===== config.mk =====
export PLATFORM = sky130hd
export DESIGN_NAME = ivmq_front
export DESIGN_NICKNAME = d
export VERILOG_FILES = /design/src/sv/ivmq_pkg.sv /design/src/sv/ivmq_front.sv
export SDC_FILE = /design/constraint.sdc
export NUM_CORES = 1
export LEC_CHECK = 0
export BUFFER_PORTS_ARGS = -buffer_cell sky130_fd_sc_hd__buf_2
export CAP_MARGIN = 25
export CELL_PAD_IN_SITES_DETAIL_PLACEMENT = 0
export CELL_PAD_IN_SITES_GLOBAL_PLACEMENT = 1
export CORE_ASPECT_RATIO = 1.75
export CORE_MARGIN = 5
export CORE_UTILIZATION = 35
export DETAILED_ROUTE_END_ITERATION = 12
export PLACE_DENSITY = 0.76
export RECOVER_POWER = 50
export SLEW_MARGIN = 40
export SYNTH_ARGS = -nofsm -noshare
export SYNTH_HDL_FRONTEND = slang
export SYNTH_SLANG_ARGS = --single-unit
export TNS_END_PERCENT = 5

===== constraint.sdc =====
create_clock -name clock -period 4.2 [get_ports clock]
set_input_delay 1.26 -clock clock [delete_from_list [all_inputs] [get_ports clock]]
set_output_delay 1.26 -clock clock [all_outputs]
set_load 0.01 [all_outputs]

===== src/sv/ivmq_pkg.sv =====
// ----------------------------------------------------------------------------
// Inter-VM mailbox package
// Shared constants, codes and types of the mailbox queues.
// ----------------------------------------------------------------------------
package ivmq_pkg;

   localparam int NumVmsDefault     = 8;
   localparam int QueueDepthDefault = 8;
   localparam int MsgBytesDefault   = 256;
   localparam int MaxResults        = 64;
   localparam int IdW               = 8;
   localparam int CallerW           = 3;
   localparam int SizeW             = 12;
   localparam int WordW             = 32;
   localparam int StatusW           = 3;
   localparam int ReqDataW          = 64;
   localparam int RspDataW          = 56;

   typedef enum logic [1:0] {
      FUNC_GET_ID = 2'd0,
      FUNC_QUERY  = 2'd1,
      FUNC_SEND   = 2'd2,
      FUNC_RECV   = 2'd3
   } func_type;

   typedef enum logic [StatusW-1:0] {
      ST_OK        = 3'd0,
      ST_TOO_BIG   = 3'd1,
      ST_NOT_FOUND = 3'd2,
      ST_NOT_READY = 3'd3,
      ST_FULL      = 3'd4,
      ST_EMPTY     = 3'd5
   } status_type;

   localparam logic [0:0] CsrPresent  = 1'b0;
   localparam logic [0:0] CsrNotReady = 1'b1;

   typedef struct packed {
      func_type               func;
      logic [CallerW-1:0]     caller;
      logic [IdW-1:0]         target;
      logic [SizeW-1:0]       size;
      logic [WordW-1:0]       data;
      logic                   last;
   } cmd_type;

   typedef struct packed {
      status_type             status;
      logic [SizeW-1:0]       value;
      logic [CallerW-1:0]     sender;
      logic [WordW-1:0]       word;
      logic                   last;
      logic                   irq;
   } rsp_type;

   typedef enum logic [1:0] {
      BK_IDLE,
      BK_LEN,
      BK_RECV,
      BK_WAIT
   } back_state_type;

endpackage


===== src/sv/ivmq_front.sv =====
// ----------------------------------------------------------------------------
// Inter-VM mailbox front end
// Accepts requests, unpacks them and holds them in a short queue.
// ----------------------------------------------------------------------------
module ivmq_front
   import ivmq_pkg::*;
(
   input  logic                clock,
   input  logic                reset,
   input  logic                req_tvalid,
   output logic                req_tready,
   input  logic [ReqDataW-1:0] req_tdata,
   input  logic                req_tlast,
   output logic                cmd_valid,
   input  logic                cmd_ready,
   output cmd_type             cmd
);

   cmd_type    q_ff [2];
   logic [1:0] cnt_ff, cnt_in;
   logic       wp_ff, wp_in, rp_ff, rp_in;
   logic       push, pop;
   cmd_type    c;

   always_comb begin
      c.func   = func_type'(req_tdata[1:0]);
      c.caller = req_tdata[4:2];
      c.target = req_tdata[12:5];
      c.size   = req_tdata[24:13];
      c.data   = req_tdata[56:25];
      c.last   = req_tlast;
   end

   assign req_tready = (cnt_ff != 2'd2);
   assign push = req_tvalid && req_tready;
   assign cmd_valid = (cnt_ff != 2'd0);
   assign pop = cmd_valid && cmd_ready;
   assign cmd = q_ff[rp_ff];

   always_comb begin
      wp_in  = push ? ~wp_ff : wp_ff;
      rp_in  = pop ? ~rp_ff : rp_ff;
      cnt_in = cnt_ff + {1'b0, push} - {1'b0, pop};
   end

   always_ff @(posedge clock) begin
      if (reset) begin
         cnt_ff <= '0;
         wp_ff  <= 1'b0;
         rp_ff  <= 1'b0;
      end else begin
         cnt_ff <= cnt_in;
         wp_ff  <= wp_in;
         rp_ff  <= rp_in;
      end
      if (push) begin
         q_ff[wp_ff] <= c;
      end
   end

endmodule


-- Word level (Yosys, flattened, before mapping)
Memory sizes are Yosys's and may differ from the RTL's. A register that Yosys moved wholly into a read port is not among the register bits.
Index checks and enable logic that the tools add are counted.
- register bits: 4
- memory bits (writable): 116
- input bits: 69
- output and inout bits: 60
- logic and storage cells: 16
- memories kept: 1
- add/subtract/negate cells: 2
- equality and inequality tests: 1
- muxes and demuxes: 4
- bitwise gates (word level): 2
- reductions and logical operators: 3
- memories (name ; depth ; width ; read ports ; clocked after Yosys merged registers in ; wr ports ; line ; source):
    q_ff ; 2 ; 58 ; 1 ; 1 ; 1 ; ivmq_front.sv:19 ; cmd_type q_ff [2];
- operator list (kind ; number):
    two-way mux 1 bit ; 4
    adder 2 x 1 -> 2 bit ; 1
    logical AND 1 bit ; 2
    != test 2 bit (second input constant) ; 1
    NOT 1 bit ; 2
    nonzero test 2 bit ; 1
    subtractor 2 x 1 -> 2 bit ; 1

-- Logic depth before layout (Yosys ltp)
- word-level depth: 4
- gate-level depth with buffers: 8
- depth with buffers taken out: 8

-- Worst setup path after synthesis
OpenSTA, ideal clock, no wires.
- path kind: input -> register
- start: input port req_tvalid
- end: memory q_ff[0][0] (netlist bit), enable pin
- setup time: 474 ps
- arrival: 3774 ps
- required time: 3726 ps
- path slack: -48 ps
- stages on the path: 2
- path buffers: 0
- path through: nand2_1 > nor2_1
- cells in the longest elaborated chain, start to end: 3
- ends and longest elaborated chain (item ; line ; source):
    start: declaration ; ivmq_front.sv:10 ; input logic req_tvalid,
    logical AND 1 bit ; ivmq_front.sv:35 ; assign push = req_tvalid && req_tready;
    two-way mux 1 bit ; ivmq_front.sv:56 ; if (push) begin
    two-way mux 1 bit (implied by the code) ; ivmq_front.sv:57 ; q_ff[wp_ff] <= c;
    end: declaration ; ivmq_front.sv:19 ;
No other way between the ends.

==> results.txt <==
----------------------------------------------------
[Timing]
  Setup-violating endpoint count in the final report ... 0
  RSZ-0062 raised after global routing ... false
  Worst-case hold slack ... just over 500 ps
  Number of hold violations in the final report ... 0
  Pins Over Slew Limit ... 17
  Setup Skew ... between 4 and 5 ps
  Crit path time final ... between 3000 and 4000 ps
  Upper clock frequency limit ... 0.321 GHz
  Worst slew slack as a fraction of its limit ... -2.08%
  Worst slew pin tran ... 1530 ps
  Crit share post-route ... 74.1%
  Sum of negative setup slack ... 0 ps

[Power and ir drop]
  Largest vdd supply drop ... between 0.3 and 0.4 mV
  Sw Pwr ... 956 uW
  Clock network power share ... ~40%
  Register share of total power ... 40.7%
  Combinational cell fraction of total power ... 19.8%
  Switching share of power ... 24.3%
  Internal power ... between 2000 and 3000 uW
  Reported leakage power ... 0.00223 uW
  Power Dens Cells ... 662 nW/um^2

[Finish]
  Final-stage net count ... 412
  Post-Layout Cell Count ... 522
  Count of antenna diodes in the layout ... 0
  Share of post-route cells with drive strength above 1 ... between 50% and 60%
  Most common library cell in the layout ignoring fill and taps ... edfxtp_1
  Area of the multi-input gates ... 852 um^2
  FF/Latch Area ... 3590 um^2
  Commonest cells after routing, fill and taps aside ... edfxtp_1, buf_2, mux2_2
  Synthesis-to-finish area growth ... 32.4%
  Fillers ... 1109

[Synthesis]
  Largest cells by area after synthesis ... edfxtp_1, mux2_2, mux2_4
  Yosys warns ... 0
  Mapped Avg Cell Area ... 22.0 um^2
  Share of the yosys chip area belonging to registers ... 79.8%
  Cell taking the most area after synthesis ... edfxtp_1
  Distinct cell type count after synthesis ... 17
  Number of register bits inferred by synthesis ... 121
  Area fraction of the dominant cell type after synthesis ... 77.6%
  Cells after synthesis ... ~200
  Area of the mapped netlist ... approximately 4500 um^2
  Syn_nets ... about 280

[Drt]
  WL/cell ... 15.9 um
  Initial DRT Pass Iterations ... 3
  Detail Route Antenna Nets ... 0
  Remaining routing DRC violations ... 0
  DRC marker count from the first detailed-route iteration ... between 40 and 50
  Final routed wirelength across all metal layers ... 8290 um
  Routed via count divided by cell count ... 4.37
  Total number of vias ... 2282

[Critical path]
  Launching element type of the critical path ... flop
  Req. time, crit path ... 2940 ps
  Cells along the critical path ... buf_12, mux2_2, buf_2
  CP max stage delay ... roughly 630 ps
  Top fanout value on the critical path ... 34
  Arrival time at the worst endpoint ... 1850 ps
  Type of destination of the critical path ... primary output
  Max stage delay cell, worst path ... dfxtp_4
  Kind of critical path ... flop to primary output

[Clocking]
  Buffers inserted by post-CTS timing repair ... 0
  TritonCTS buffer count ... 17
  Number of clock sinks ... ~120
  Maximum count of clock buffers along a single path ... 2
  Total of hold buffers inserted after clock tree synthesis ... 0
  Post-CTS clock slew at the launch and capture registers of the worst setup and hold paths ... around 50 ps
  Gates resized, CTS repair ... 0
  Clock tree from TritonCTS ... built
  Clk Latency, worst-skew pair ... 400 ps
  Clock root buffer master ... clkbuf_16
  H-Tree Level Count ... 4

[Floorplan]
  Initial standard-cell utilization of the core ... a little over a third
  Top-level port count ... 129
  Die Outline Area ... 15300 um^2
  Y dimension of the die ... 160 um
  Area of the placeable core ... 12500 um^2
  # rows ... 54
  Chip Width ... between 90 and 100 um

[GRT]
  Overall routing resource usage ... 11.4%
  Pin count of the biggest net entering global routing ... 43
  Gr ovfl total ... 0
  Met1 global-route usage ... 9.79%
  Number of global-route vias before repair ... 2583
  Met3 track demand over resource in global routing ... 4.24%
  Number of antenna violations at the first check in global routing ... 1
  GR Layer Usage met2 ... 21.8%
  Most used routing layer in global routing ... met2
  Wire length of the first global-routing pass ... 12700 um

[Status]
  Outcome ... finished, violations left
  Failing checks ... capacitance limit, slew limit

[Place]
  Detailed placement HPWL ... 5780 um
  Routability congestion estimate ... 0.678
  Port-buffer cells ... 121
  Number of placed cells counting well taps ... 490

[Flow run]
  Maximum Capacitance Violations ... 1

[Min path]
  Class of the worst hold path ... flop to flop

----------------------------------------------------
==> final cells by class <==
class,instances,share of cell area [%]
flip-flops and latches,121,60.4
multi-input cells,76,14.3
well taps,168,3.54
inverters,1,0.0632
clock inverters,14,3.73
repair buffers,124,10.7
clock buffers,18,7.22
==> worst max-delay path: cells and delay by family, from the launching register on <==
family                 cells  cell delay [ps]
flip-flops                 1              630
buffers and inverters      2              420
multiplexers               1              370
==> routing by layer <==
metal	wire, um	share of wire [%]
met3	510	6.2
met1	2650	32
met2	4980	60
met5	7	0.084
met4	147	1.8
==> cells by family after synthesis <==
logic type	share of synthesized area [%]
buffers and inverters	1.17
multiplexers	16.5
AO/OA/AOI/OAI	0.167
AND/OR/NAND/NOR	1.20
adder cells (fa/ha/maj)	0.557
XOR/XNOR	0.586
flip-flops	79.8
==> state kept, by name, summed over array words and instances, names as in the netlist, named ones only <==
signal / flops
cnt_ff: 2
q_ff: 116
rp_ff: 1
wp_ff: 1
==> synth_stat cells (all sizes together) <==
library cell	instances
and3	1
or2	1
edfxtp	116
dfxtp	5
nand2	1
xnor2	2
nor2	5
nand2b	1
inv	1
ha	2
mux2	59
o21a	1
xor2	1
buf	6
nor2b	2
==> power groups by stage <==
| stage | combinational [uW] | sequential (uW) | clock [uW] |
|---|---|---|---|
| global placement | 743 | 1660 | 0 |
| finish | 779 | 1600 | 1550 |
| global route | 849 | 1620 | 1660 |
| CTS | 814 | 1610 | 1590 |
| detailed placement | 811 | 1630 | 0 |
| floorplan | 547 | 1580 | 0 |
==> per-stage QoR <==
step | setup slack [ps] | utilization [%] | total power (uW) | cell area, um^2
after global placement | 1400 | 42.5 | 2400 | 5310
after detailed placement | 1470 | 42.6 | 2440 | 5330
after global routing | 998 | 47.5 | 4130 | 5940
after CTS | 1030 | 47.8 | 4010 | 5980
final | 1090 | 47.5 | 3930 | 5940
after floorplan | 920 | - | 2130 | 4490
==> worst paths after layout <==
check,startpoint,end,slack (ps),cells after the start
worst min register to register,rp_ff$_SDFFE_PP0P_,flop,510,2
worst max register to register,cnt_ff[0]$_SDFF_PP0_,q_ff[0][7]$_DFFE_PP_,1730,4
worst max-delay path,flop,cmd[21],1090,3
worst min-delay path,rp_ff$_SDFFE_PP0P_,flop,510,2
No activity file was read; power rests on OpenSTA's default activity.
